`config.mk`:
```
export PLATFORM = sky130hd
export DESIGN_NAME = repeating_timer_table_top
export DESIGN_NICKNAME = d
export VERILOG_FILES = /design/src/rtl/rtt_pkg.sv /design/src/rtl/rtt_front.sv /design/src/rtl/rtt_back.sv /design/src/rtl/repeating_timer_table_top.sv
export SDC_FILE = /design/constraint.sdc
export NUM_CORES = 2
export LEC_CHECK = 0
export BUFFER_PORTS_ARGS = -buffer_cell sky130_fd_sc_hd__buf_2
export CAP_MARGIN = 30
export CORE_MARGIN = 5
export CORE_UTILIZATION = 25
export CTS_BUF_LIST = sky130_fd_sc_hd__clkbuf_16
export DETAILED_ROUTE_END_ITERATION = 7
export PLACE_DENSITY = 0.4
export REMOVE_ABC_BUFFERS = 1
export SKIP_CTS_REPAIR_TIMING = 1
export SYNTH_ARGS = -nofsm -noshare
export SYNTH_HDL_FRONTEND = slang
export SYNTH_SLANG_ARGS = --single-unit
```
`constraint.sdc`:
```
create_clock -name clk -period 11.2 [get_ports clk]
set_input_delay 1.12 -clock clk [delete_from_list [all_inputs] [get_ports clk]]
set_output_delay 1.12 -clock clk [all_outputs]
set_load 0.005 [all_outputs]
```
`src/rtl/rtt_pkg.sv`:
```
package rtt_pkg;

  localparam int NUM_SLOTS = 16;
  localparam int SLOT_BITS = 4;
  localparam int TIME_BITS = 32;
  localparam int CNT_BITS  = 16;
  localparam int TAG_BITS  = 16;

  localparam logic [3:0] FN_ADD        = 4'd0;
  localparam logic [3:0] FN_TICK       = 4'd1;
  localparam logic [3:0] FN_START_ID   = 4'd2;
  localparam logic [3:0] FN_STOP_ID    = 4'd3;
  localparam logic [3:0] FN_REMOVE_ID  = 4'd4;
  localparam logic [3:0] FN_START_ALL  = 4'd5;
  localparam logic [3:0] FN_STOP_ALL   = 4'd6;
  localparam logic [3:0] FN_REMOVE_ALL = 4'd7;
  localparam logic [3:0] FN_START_NM   = 4'd8;
  localparam logic [3:0] FN_STOP_NM    = 4'd9;
  localparam logic [3:0] FN_REMOVE_NM  = 4'd10;
  localparam logic [3:0] FN_BIND       = 4'd11;
  localparam logic [3:0] FN_REMOVE_OWN = 4'd12;
  localparam logic [3:0] FN_RESET_TIME = 4'd13;

  localparam logic [2:0] KD_ADDED = 3'd0;
  localparam logic [2:0] KD_DONE  = 3'd1;
  localparam logic [2:0] KD_FIRED = 3'd2;
  localparam logic [2:0] KD_FULL  = 3'd3;
  localparam logic [2:0] KD_NOID  = 3'd4;

  typedef struct packed {
    logic [3:0]           func;
    logic [SLOT_BITS-1:0] timer_id;
    logic [TIME_BITS-1:0] interval;
    logic [CNT_BITS-1:0]  repeat_count;
    logic [TAG_BITS-1:0]  name_tag;
    logic [TAG_BITS-1:0]  owner_tag;
    logic [TIME_BITS-1:0] now;
    logic                 paused;
  } cmd_t;

  typedef struct packed {
    logic [2:0]           kind;
    logic [SLOT_BITS-1:0] slot;
    logic                 last;
  } res_t;

endpackage

```
`src/rtl/rtt_front.sv`:
```
module rtt_front (
  input  logic          clk,
  input  logic          rst_n,
  input  logic          in_tvalid,
  output logic          in_tready,
  input  rtt_pkg::cmd_t in_cmd,
  output logic          q_valid,
  input  logic          q_ready,
  output rtt_pkg::cmd_t q_cmd
);
  import rtt_pkg::*;

  // Two-entry queue decouples acceptance from the slot engine.
  cmd_t q0_r, q1_r, q0_nxt, q1_nxt;
  logic [1:0] cnt_r, cnt_nxt;
  logic push, pop;

  assign in_tready = (cnt_r != 2'd2);
  assign push = in_tvalid && in_tready;
  assign pop = q_valid && q_ready;
  assign q_valid = (cnt_r != 2'd0);
  assign q_cmd = q0_r;

  always_comb begin
    q0_nxt = q0_r;
    q1_nxt = q1_r;
    cnt_nxt = cnt_r;
    if (pop) begin
      q0_nxt = q1_r;
      cnt_nxt = cnt_nxt - 2'd1;
    end
    if (push) begin
      if (cnt_nxt == 2'd0) begin
        q0_nxt = in_cmd;
      end else begin
        q1_nxt = in_cmd;
      end
      cnt_nxt = cnt_nxt + 2'd1;
    end
  end

  always_ff @(posedge clk) begin
    q0_r <= q0_nxt;
    q1_r <= q1_nxt;
    if (!rst_n) begin
      cnt_r <= 2'd0;
    end else begin
      cnt_r <= cnt_nxt;
    end
  end

`ifndef SYNTHESIS
  a_cnt_range: assert property (@(posedge clk) disable iff (!rst_n) cnt_r != 2'd3)
    else $error("queue count out of range");
  a_no_push_full: assert property (@(posedge clk) disable iff (!rst_n)
    cnt_r == 2'd2 && !pop |=> cnt_r == 2'd2)
    else $error("full queue changed without pop");
  a_valid_cnt: assert property (@(posedge clk) disable iff (!rst_n)
    q_valid == (cnt_r != 2'd0))
    else $error("queue valid mismatch");
`endif
endmodule

```
`src/rtl/rtt_back.sv`:
```
module rtt_back (
  input  logic          clk,
  input  logic          rst_n,
  input  logic          q_valid,
  output logic          q_ready,
  input  rtt_pkg::cmd_t q_cmd,
  output logic          out_valid,
  input  logic          out_ready,
  output rtt_pkg::res_t out_res
);
  import rtt_pkg::*;

  localparam logic [1:0] ST_IDLE = 2'd0;
  localparam logic [1:0] ST_SCAN = 2'd1;
  localparam logic [1:0] ST_DONE = 2'd2;

  logic [NUM_SLOTS-1:0] used_r, used_nxt, run_r, run_nxt, rem_r, rem_nxt;
  logic [CNT_BITS-1:0]  cnt_r [NUM_SLOTS];
  logic [CNT_BITS-1:0]  lim_r [NUM_SLOTS];
  logic [TIME_BITS-1:0] per_r [NUM_SLOTS];
  logic [TIME_BITS-1:0] lst_r [NUM_SLOTS];
  logic [TAG_BITS-1:0]  nam_r [NUM_SLOTS];
  logic [TAG_BITS-1:0]  own_r [NUM_SLOTS];

  logic [1:0]           st_r, st_nxt;
  logic [SLOT_BITS-1:0] idx_r, idx_nxt;
  cmd_t                 cur_r, cur_nxt;
  logic                 ov_r, ov_nxt;
  res_t                 or_r, or_nxt;

  logic                 take, obusy;
  logic                 has_free;
  logic [SLOT_BITS-1:0] free_idx;
  logic                 id_ok;
  logic [TIME_BITS-1:0] elapsed;
  logic [CNT_BITS-1:0]  cnt_inc;
  logic                 fire;

  assign out_valid = ov_r;
  assign out_res = or_r;
  assign obusy = ov_r && !out_ready;
  assign q_ready = (st_r == ST_IDLE) && !obusy;
  assign take = q_valid && q_ready;

  always_comb begin
    has_free = 1'b0;
    free_idx = '0;
    for (int i = NUM_SLOTS - 1; i >= 0; i--) begin
      if (!used_r[i]) begin
        has_free = 1'b1;
        free_idx = SLOT_BITS'(i);
      end
    end
  end

  assign id_ok = used_r[q_cmd.timer_id];
  assign elapsed = cur_r.now - lst_r[idx_r];
  assign cnt_inc = cnt_r[idx_r] + 1'b1;
  assign fire = used_r[idx_r] && !rem_r[idx_r] && run_r[idx_r] &&
                (per_r[idx_r] == '0 || elapsed >= per_r[idx_r]);

  always_comb begin
    used_nxt = used_r;
    run_nxt = run_r;
    rem_nxt = rem_r;
    st_nxt = st_r;
    idx_nxt = idx_r;
    cur_nxt = cur_r;
    ov_nxt = ov_r && !out_ready;
    or_nxt = or_r;
    if (take) begin
      cur_nxt = q_cmd;
      idx_nxt = '0;
      ov_nxt = 1'b1;
      or_nxt = '{kind: KD_DONE, slot: '0, last: 1'b1};
      case (q_cmd.func)
        FN_ADD: begin
          if (has_free) begin
            used_nxt[free_idx] = 1'b1;
            run_nxt[free_idx] = 1'b1;
            rem_nxt[free_idx] = 1'b0;
            or_nxt = '{kind: KD_ADDED, slot: free_idx, last: 1'b1};
          end else begin
            or_nxt.kind = KD_FULL;
          end
        end
        FN_START_ID, FN_STOP_ID, FN_REMOVE_ID, FN_BIND: begin
          or_nxt.slot = q_cmd.timer_id;
          if (!id_ok) begin
            or_nxt.kind = KD_NOID;
          end else if (q_cmd.func == FN_START_ID) begin
            run_nxt[q_cmd.timer_id] = 1'b1;
          end else if (q_cmd.func == FN_STOP_ID) begin
            run_nxt[q_cmd.timer_id] = 1'b0;
          end else if (q_cmd.func == FN_REMOVE_ID) begin
            rem_nxt[q_cmd.timer_id] = 1'b1;
          end
        end
        FN_TICK: begin
          if (!q_cmd.paused) begin
            ov_nxt = ov_r && !out_ready;
            st_nxt = ST_SCAN;
          end
        end
        FN_START_ALL, FN_STOP_ALL, FN_REMOVE_ALL, FN_START_NM, FN_STOP_NM,
        FN_REMOVE_NM, FN_REMOVE_OWN, FN_RESET_TIME: begin
          ov_nxt = ov_r && !out_ready;
          st_nxt = ST_SCAN;
        end
        default: ;
      endcase
    end else if (st_r == ST_SCAN && !obusy) begin
      // Unless stalled, one slot per cycle; fired results are registered.
      if (used_r[idx_r]) begin
        case (cur_r.func)
          FN_TICK: begin
            if (rem_r[idx_r]) begin
              used_nxt[idx_r] = 1'b0;
              run_nxt[idx_r] = 1'b0;
              rem_nxt[idx_r] = 1'b0;
            end else if (fire) begin
              if (lim_r[idx_r] != '0 && cnt_inc == lim_r[idx_r]) begin
                rem_nxt[idx_r] = 1'b1;
              end
              ov_nxt = 1'b1;
              or_nxt = '{kind: KD_FIRED, slot: idx_r, last: 1'b0};
            end
          end
          FN_START_ALL: run_nxt[idx_r] = 1'b1;
          FN_STOP_ALL: run_nxt[idx_r] = 1'b0;
          FN_REMOVE_ALL: rem_nxt[idx_r] = 1'b1;
          FN_START_NM: if (nam_r[idx_r] == cur_r.name_tag) run_nxt[idx_r] = 1'b1;
          FN_STOP_NM: if (nam_r[idx_r] == cur_r.name_tag) run_nxt[idx_r] = 1'b0;
          FN_REMOVE_NM: if (nam_r[idx_r] == cur_r.name_tag) rem_nxt[idx_r] = 1'b1;
          FN_REMOVE_OWN: if (own_r[idx_r] == cur_r.owner_tag) rem_nxt[idx_r] = 1'b1;
          default: ;
        endcase
      end
      idx_nxt = idx_r + 1'b1;
      if (idx_r == SLOT_BITS'(NUM_SLOTS - 1)) begin
        st_nxt = ST_DONE;
      end
    end else if (st_r == ST_DONE && !obusy) begin
      ov_nxt = 1'b1;
      or_nxt = '{kind: KD_DONE, slot: '0, last: 1'b1};
      st_nxt = ST_IDLE;
    end
  end

  always_ff @(posedge clk) begin
    cur_r <= cur_nxt;
    or_r <= or_nxt;
    idx_r <= idx_nxt;
    if (take && q_cmd.func == FN_ADD && has_free) begin
      cnt_r[free_idx] <= '0;
      lim_r[free_idx] <= q_cmd.repeat_count;
      per_r[free_idx] <= q_cmd.interval;
      lst_r[free_idx] <= q_cmd.now;
      nam_r[free_idx] <= q_cmd.name_tag;
      own_r[free_idx] <= '0;
    end
    if (take && q_cmd.func == FN_BIND && id_ok) begin
      own_r[q_cmd.timer_id] <= q_cmd.owner_tag;
    end
    if (st_r == ST_SCAN && !obusy && used_r[idx_r]) begin
      if (cur_r.func == FN_TICK && fire) begin
        cnt_r[idx_r] <= cnt_inc;
        lst_r[idx_r] <= lst_r[idx_r] + per_r[idx_r];
      end
      if (cur_r.func == FN_RESET_TIME) begin
        lst_r[idx_r] <= cur_r.now;
      end
    end
    if (!rst_n) begin
      used_r <= '0;
      run_r <= '0;
      rem_r <= '0;
      st_r <= ST_IDLE;
      ov_r <= 1'b0;
      for (int i = 0; i < NUM_SLOTS; i++) begin
        cnt_r[i] <= '0;
        own_r[i] <= '0;
      end
    end else begin
      used_r <= used_nxt;
      run_r <= run_nxt;
      rem_r <= rem_nxt;
      st_r <= st_nxt;
      ov_r <= ov_nxt;
    end
  end

`ifndef SYNTHESIS
  a_hold: assert property (@(posedge clk) disable iff (!rst_n)
    out_valid && !out_ready |=> out_valid && $stable(out_res))
    else $error("result changed while stalled");
  a_fire_not_last: assert property (@(posedge clk) disable iff (!rst_n)
    out_valid && out_res.kind == KD_FIRED |-> !out_res.last)
    else $error("fired result marked last");
  a_no_take_scan: assert property (@(posedge clk) disable iff (!rst_n)
    st_r != ST_IDLE |-> !q_ready)
    else $error("command taken during scan");
  a_removed_used: assert property (@(posedge clk) disable iff (!rst_n)
    (rem_r & ~used_r) == '0)
    else $error("removed flag on free slot");
`endif
endmodule

```
`src/rtl/repeating_timer_table_top.sv`:
```
// channel | dir | tdata fields (low bit up)                          | tuser
// in_     | in  | timer_id, interval, repeat_count, name_tag,         | func
//         |     | owner_tag, now, paused (117 bits, zero-padded to 120)|
// out_    | out | slot (4 bits, zero-padded to 8)                     | kind; tlast = last
// Add, id, paused tick and unused commands occupy the slot engine only at take and give
// their result through the queue register and then the result register. A tick or a
// scan command holds it through take, a walk over every slot and the closing result.
// A two-entry command queue keeps accepting while the engine works, until it is full.
// Reset (rst_n low, synchronous) frees every slot and empties the queue.
// A stalled result register halts the slot walk for as long as it waits.
module repeating_timer_table_top (
  input  logic         clk,
  input  logic         rst_n,
  input  logic         in_tvalid,
  output logic         in_tready,
  input  logic [119:0] in_tdata,  // timer_id, interval, repeat_count, name_tag, owner_tag, now, paused
  input  logic [3:0]   in_tuser,  // func
  output logic         out_tvalid,
  input  logic         out_tready,
  output logic [7:0]   out_tdata, // slot
  output logic [2:0]   out_tuser, // kind
  output logic         out_tlast
);
  import rtt_pkg::*;

  cmd_t in_cmd, q_cmd;
  res_t res;
  logic q_valid, q_ready;

  assign in_cmd.func = in_tuser;
  assign in_cmd.timer_id = in_tdata[3:0];
  assign in_cmd.interval = in_tdata[35:4];
  assign in_cmd.repeat_count = in_tdata[51:36];
  assign in_cmd.name_tag = in_tdata[67:52];
  assign in_cmd.owner_tag = in_tdata[83:68];
  assign in_cmd.now = in_tdata[115:84];
  assign in_cmd.paused = in_tdata[116];

  rtt_front u_front (
    .clk(clk), .rst_n(rst_n), .in_tvalid(in_tvalid), .in_tready(in_tready),
    .in_cmd(in_cmd), .q_valid(q_valid), .q_ready(q_ready), .q_cmd(q_cmd)
  );

  rtt_back u_back (
    .clk(clk), .rst_n(rst_n), .q_valid(q_valid), .q_ready(q_ready), .q_cmd(q_cmd),
    .out_valid(out_tvalid), .out_ready(out_tready), .out_res(res)
  );

  assign out_tdata = {4'd0, res.slot};
  assign out_tuser = res.kind;
  assign out_tlast = res.last;
endmodule
```
==> Word-level counts from Yosys, hierarchy flattened <==
Memory sizes are Yosys's and may differ from the RTL's. A register that Yosys moved wholly into a read port is not among the register bits.
Cells that the tools add are included.
{ "totals": {"mem_count": 6, "register_bits": 375, "mem_bits_rw": 2048, "out_inout_bits": 14, "word_cells": 309, "input_bits": 128} }
{ "classes": {"eq_ne": 52, "bitwise": 16, "magnitude_cmp": 7, "n_reduce_logical": 47, "add_sub_neg": 6, "mux": 145} }
{ "mem_list": {"columns": ["memory", "depth", "word_bits", "rd", "rd_ports_with_merged_regs", "wr", "line", "rtl"], "rows": [
  ["u_back.lst_r", 16, 32, 1, 1, 1, "rtt_back.sv:21", "logic [TIME_BITS-1:0] lst_r [NUM_SLOTS];"],
  ["u_back.per_r", 16, 32, 1, 1, 1, "rtt_back.sv:20", "logic [TIME_BITS-1:0] per_r [NUM_SLOTS];"],
  ["u_back.cnt_r", 16, 16, 1, 1, 17, "rtt_back.sv:18", "logic [CNT_BITS-1:0] cnt_r [NUM_SLOTS];"],
  ["u_back.lim_r", 16, 16, 1, 1, 1, "rtt_back.sv:19", "logic [CNT_BITS-1:0] lim_r [NUM_SLOTS];"],
  ["u_back.nam_r", 16, 16, 1, 1, 1, "rtt_back.sv:22", "logic [TAG_BITS-1:0] nam_r [NUM_SLOTS];"],
  ["u_back.own_r", 16, 16, 1, 1, 17, "rtt_back.sv:23", "logic [TAG_BITS-1:0] own_r [NUM_SLOTS];"]
]} }
{ "ops": {"columns": ["op", "count"], "rows": [
  ["16-bit 2-to-1 mux", 32],
  ["121-bit 2-to-1 mux", 3],
  ["4-bit 2-to-1 mux", 31],
  ["16-bit bitwise OR", 6],
  ["16-bit bitwise AND", 5],
  ["16-bit case mux with 5 select lines", 1],
  ["32-bit 2-to-1 mux", 2],
  ["16-bit case mux with 2 select lines", 2],
  ["16-bit case mux with 4 select lines", 1],
  ["8-bit 2-to-1 mux", 7],
  ["16-bit equality test", 3],
  ["4-bit equality test, second input constant", 12],
  ["16-bit NOT", 3],
  ["1-bit 2-to-1 mux", 46],
  ["32-bit adder", 1],
  ["32-bit >= comparator", 1],
  ["32-bit logical NOT", 1],
  ["16-bit OR reduction", 2],
  ["32-bit OR reduction", 1],
  ["32-bit subtractor", 1],
  ["4-bit by 3-bit equality test with 1-bit output, second input constant", 7],
  ["3-bit inequality test, second input constant", 8],
  ["1-bit logical AND", 19],
  ["3-bit by 1-bit inequality test with 1-bit output, second input constant", 6],
  ["41 further kinds", 72]
]} }

==> Depth between registers and ports, before layout <==
{ "logic_depth": {"depth_word": 25, "mapped_depth": 48, "ltp_nobuf": 30} }

==> Modules after synthesis <==
A second synthesis with hierarchy kept.
{ "unflattened": {"cells_unflattened": 6921, "hier_area_um2": 103397.9} }
{ "modules_own_cells": {"columns": ["module", "instances", "cells_each", "area_per_inst_um2", "seq_area_each_um2"], "rows": [
  ["rtt_back", 1, 6384, 93668.6, 59837.4],
  ["rtt_front", 1, 532, 9695.5, 6095.8],
  ["repeating_timer_table_top", 1, 5, 33.8, 0.0]
]} }

==> Worst setup path before layout <==
No wires, ideal clock.
{ "synth_timing": {"path_type": "flip-flop to flip-flop", "from": "reg with a tool-made name", "to": "mem u_back.lst_r[0][0] (enable)", "t_required_ns": 10.779, "t_arrival_ns": 10.515, "synth_period_minus_slack_ns": 10.936, "n_path_buf": 18, "setup_time_ns": 0.421, "path_stages_with_launch": 46, "slack_ns": 0.264, "cell_sequence": "dfxtp_1 > buf_6 > buf_8 > buf_12 > buf_12 > buf_12 > buf_6 > buf_6 > buf_6 > buf_6 > buf_4 > buf_4 > buf_4 > buf_4 > buf_2 > buf_1 > mux4_2 > mux4_2 > [10 not listed] > a21boi_0 > nor2_1 > ha_1 > a21o_1 > a21o_1 > a21o_1 > a21o_1 > a211oi_1 > o221ai_1 > o21ai_1 > or2_1 > buf_2 > buf_2 > and2_1 > clkbuf_1 > mux2i_1 > nand2_1 > nor2_1"} }
{ "synth_rtl": {"columns": ["element", "line"], "rows": [
  ["end: declaration", "rtt_back.sv:21"]
]} }

==> impl_metrics.py <==
metrics = {
    "outcome": {
        "status": "complete, no violations",
    },
    "placed_design": {
        "place_area_um2": 110000,
        "hpwl_um": 193000,
        "io_buffers": 134,
        "gp_congestion": 0.790,
    },
    "finish": {
        "final_area_um2": 119000,
        "area_delta_synth_final_pct": 16.6,
        "fin_util_pct": 29.3,
        "drive_gt1_share_pct": 19.6,
        "num-nets-final": 7374,
    },
    "detailed_routing": {
        "routed_wl_um": 323000,
        "num_vias": 61300,
        "wire_per_inst_um": 25.2,
        "viasPerCell": 4.79,
        "ant_nets": 0,
        "firstDrtPassIters": 6,
        "drc": 0,
        "first_iter_violations": 4776,
    },
    "pwr": {
        "peakVddDrop_v": 0.000149,
        "leakagePower_nw": 39.3,
        "powerDensity_nw_per_um2": 246,
    },
    "die": {
        "dieArea_um2": 421000,
        "core_um2": 406000,
        "pin_count": 142,
        "rows": 234,
        "die_y_um": 649,
        "start_util_pct": 25.1,
        "fp.dieW_um": 649,
    },
    "synth": {
        "ys_seq_area_share_pct": 64.6,
        "synth-edff-count": 1733,
        "synth_top_cell_area_share_pct": 51.0,
        "synthMostInstantiatedCell": "edfxtp_1",
        "synth_ff_type": "edfxtp_1",
        "ys_types": 100,
        "synthTopCellsByArea": "edfxtp_1 (51%), dfxtp_1 (14%), mux4_2 (12%)",
        "yosysTopAreaCell": "edfxtp_1",
        "yosysWarnings": 0,
        "async_flop_share_pct": 0,
        "ys_top_cells_by_count": "edfxtp_1 (1733), dfxtp_1 (694), nor2_1 (656)",
        "ys_ff_latch": 2427,
        "netlist_area_um2": 102000,
        "syn_area_per_cell_um2": 14.7,
        "synthCells": 6935,
    },
    "hold_path": {
        "hp-class": "input pin to register",
        "hold_path_depth": 1,
    },
    "sta": {
        "clock_skew_ps": 53.5,
        "min_period_over_period_pct": 85.9,
        "rsz0062_at_grt": "no",
        "slew_viol_final": 0,
        "period_needed_ps": 9620,
        "finalSetupTns_ps": 0,
        "fmax_mhz": 104,
        "finalHoldViolations": 0,
        "tightest_slew_ps": 975,
        "finalSetupViolCount": 0,
        "relSlewSlack_pct": 33.1,
    },
    "clock_network": {
        "path_clk_slew_ps": 60,
        "clkLatencyLatePin_ps": 900,
        "cts_inserted_buffers": 287,
        "cts_buffer_depth": 4,
        "cts_max_level": 5,
        "cts_sinks": 2427,
        "root_buffer": "clkbuf_16",
        "cts_tree": "done",
    },
    "critical_path": {
        "critPathRequiredTime_ps": 11710,
        "rr_worst_depth": 29,
        "start_kind": "register",
        "worstSetupPathType": "register to register",
        "crit_path_max_fanout": 33,
        "cpPeakStageDelay_ps": 820,
        "end_kind": "register",
        "critPathSlowestCell": "dfxtp_4",
        "crit_end": "u_back.lst_r[10][21]",
        "critPathArrivalTime_ps": 10130,
        "rrSetupSlack_ps": 1580,
        "r2r-end": "u_back.lst_r[10][21]",
    },
    "grt": {
        "grt_first_pass_wirelength_um": 463000,
        "antenna_found_initial": 15,
        "overflow": 0,
        "grt_pass1_vias": 63000,
        "grt_max_degree": 157,
        "grt_usage_pct": 14.8,
    },
    "job": {
        "cap_violations": 0,
    },
}
==> power breakdown <==
part	switching (mW)	leakage, nW	internal [mW]
combinational	4.83	13.3	2.98
sequential	1.04	21.3	11.3
clock	3.81	4.75	5.27
total	9.69	39.3	19.5
==> layout by cell type, fill, tap and decap left out, types with 15 or more instances in the layout <==
cell | synthesis | layout
a31oi_1 | 140 | 140
o221a_2 | 20 | 20
o21ai_0 | 273 | 272
nor4_1 | 16 | 16
edfxtp_1 | 1733 | 1733
clkbuf_16 | 0 | 296
nor2_4 | 0 | 34
nor2_1 | 656 | 618
nand2_1 | 536 | 535
mux4_1 | 17 | 17
inv_1 | 113 | 185
nor2b_1 | 27 | 24
mux2i_1 | 402 | 401
a221oi_1 | 19 | 19
o21a_1 | 24 | 24
a21oi_1 | 222 | 222
a22oi_1 | 54 | 53
a211oi_1 | 18 | 18
dfxtp_1 | 694 | 690
bufinv_16 | 0 | 20
a21o_1 | 38 | 38
xor2_1 | 46 | 46
o211ai_1 | 15 | 15
mux2_2 | 17 | 17
o22ai_1 | 60 | 60
nor3_1 | 56 | 51
nand2b_1 | 47 | 47
buf_12 | 8 | 16
clkinv_1 | 1 | 57
a221o_1 | 17 | 17
ha_1 | 104 | 104
and2_1 | 43 | 42
clkinv_2 | 0 | 42
nand4_1 | 17 | 17
buf_4 | 26 | 201
nand3_1 | 212 | 210
buf_2 | 52 | 133
mux4_2 | 541 | 541
xnor2_1 | 73 | 73
==> final cells by class <==
class	count	area [um2]
Antenna cell	4	10.0
Clock buffer	296	7410
Clock inverter	229	1700
Fill cell	40900	287000
Inverter	114	448
Multi-Input combinational cell	3939	33800
Sequential cell	2427	65900
Tap cell	5428	6790
Timing Repair Buffer	371	2900
==> state kept, by name (all words and copies together), names as in the netlist, 16 cells and up, named ones only <==
signal         count
u_front.q_cmd    121
u_back.own_r     256
u_back.per_r     512
u_front.q1_r     121
u_back.cnt_r     256
u_back.used_r     16
u_back.cur_r      68
u_back.lst_r     512
u_back.nam_r     256
u_back.lim_r     256
==> critical path, delay by kind of cell (launching register included) <==
kind | cells | cell delay, ps
DFF | 1 | 820
muxes | 2 | 1120
adders and majority gates | 2 | 600
buffers and inverters | 4 | 1260
AOI/OAI and AO/OA | 13 | 3430
xor gates and xnor gates | 1 | 130
and+or+nand+nor | 7 | 1740
==> cell families after synthesis <==
logic type	Yosys count	synth area share (%)
AO/OA/AOI/OAI	1055	6.71
XOR/XNOR	122	1.09
adder cells (fa/ha/maj)	106	1.31
buffers and inverters	572	2.61
flip-flops	2427	64.6
multiplexers	977	16.5
other	1	0.00368
AND/OR/NAND/NOR	1675	7.14
==> metrics by stage <==
stage | power, mW | hold slack [ps] | worst slack (ps) | std cells
CTS | 29.7 | 303 | 1450 | 12800
detailed placement | 20.5 | 446 | 1460 | 12300
floorplan | 18.8 | 422 | -17960 | 6480
global placement | 20.3 | 440 | 1430 | 12200
finish | 29.2 | 410 | 1580 | 12800
global route | 30.8 | 339 | 1000 | 12800
==> worst min-delay path by stage <==
stage | start | endpoint | slack, ps
after floorplan | u_front.q_cmd[33] | u_back.cur_r[33] | 420
after global placement | u_back.cnt_r[5][7] | u_back.cnt_r[5][7] | 440
after detailed placement | u_back.cnt_r[9][5] | u_back.cnt_r[9][5] | 450
after CTS | in_tdata[30] | u_front.q1_r[107] | 300
after global routing | in_tdata[98] | u_front.q1_r[15] | 340
final | in_tdata[30] | u_front.q1_r[107] | 410
==> routing by layer <==
metal  GRT usage [%]  up-vias  wire (um)
met5               0        -         13
met4            3.76        2       7410
met3            1.95      401      13700
met2            24.9     1520     156000
met1            20.2    32200     146000
li1                -    27200          -
Power figures use the tool's default switching activity.
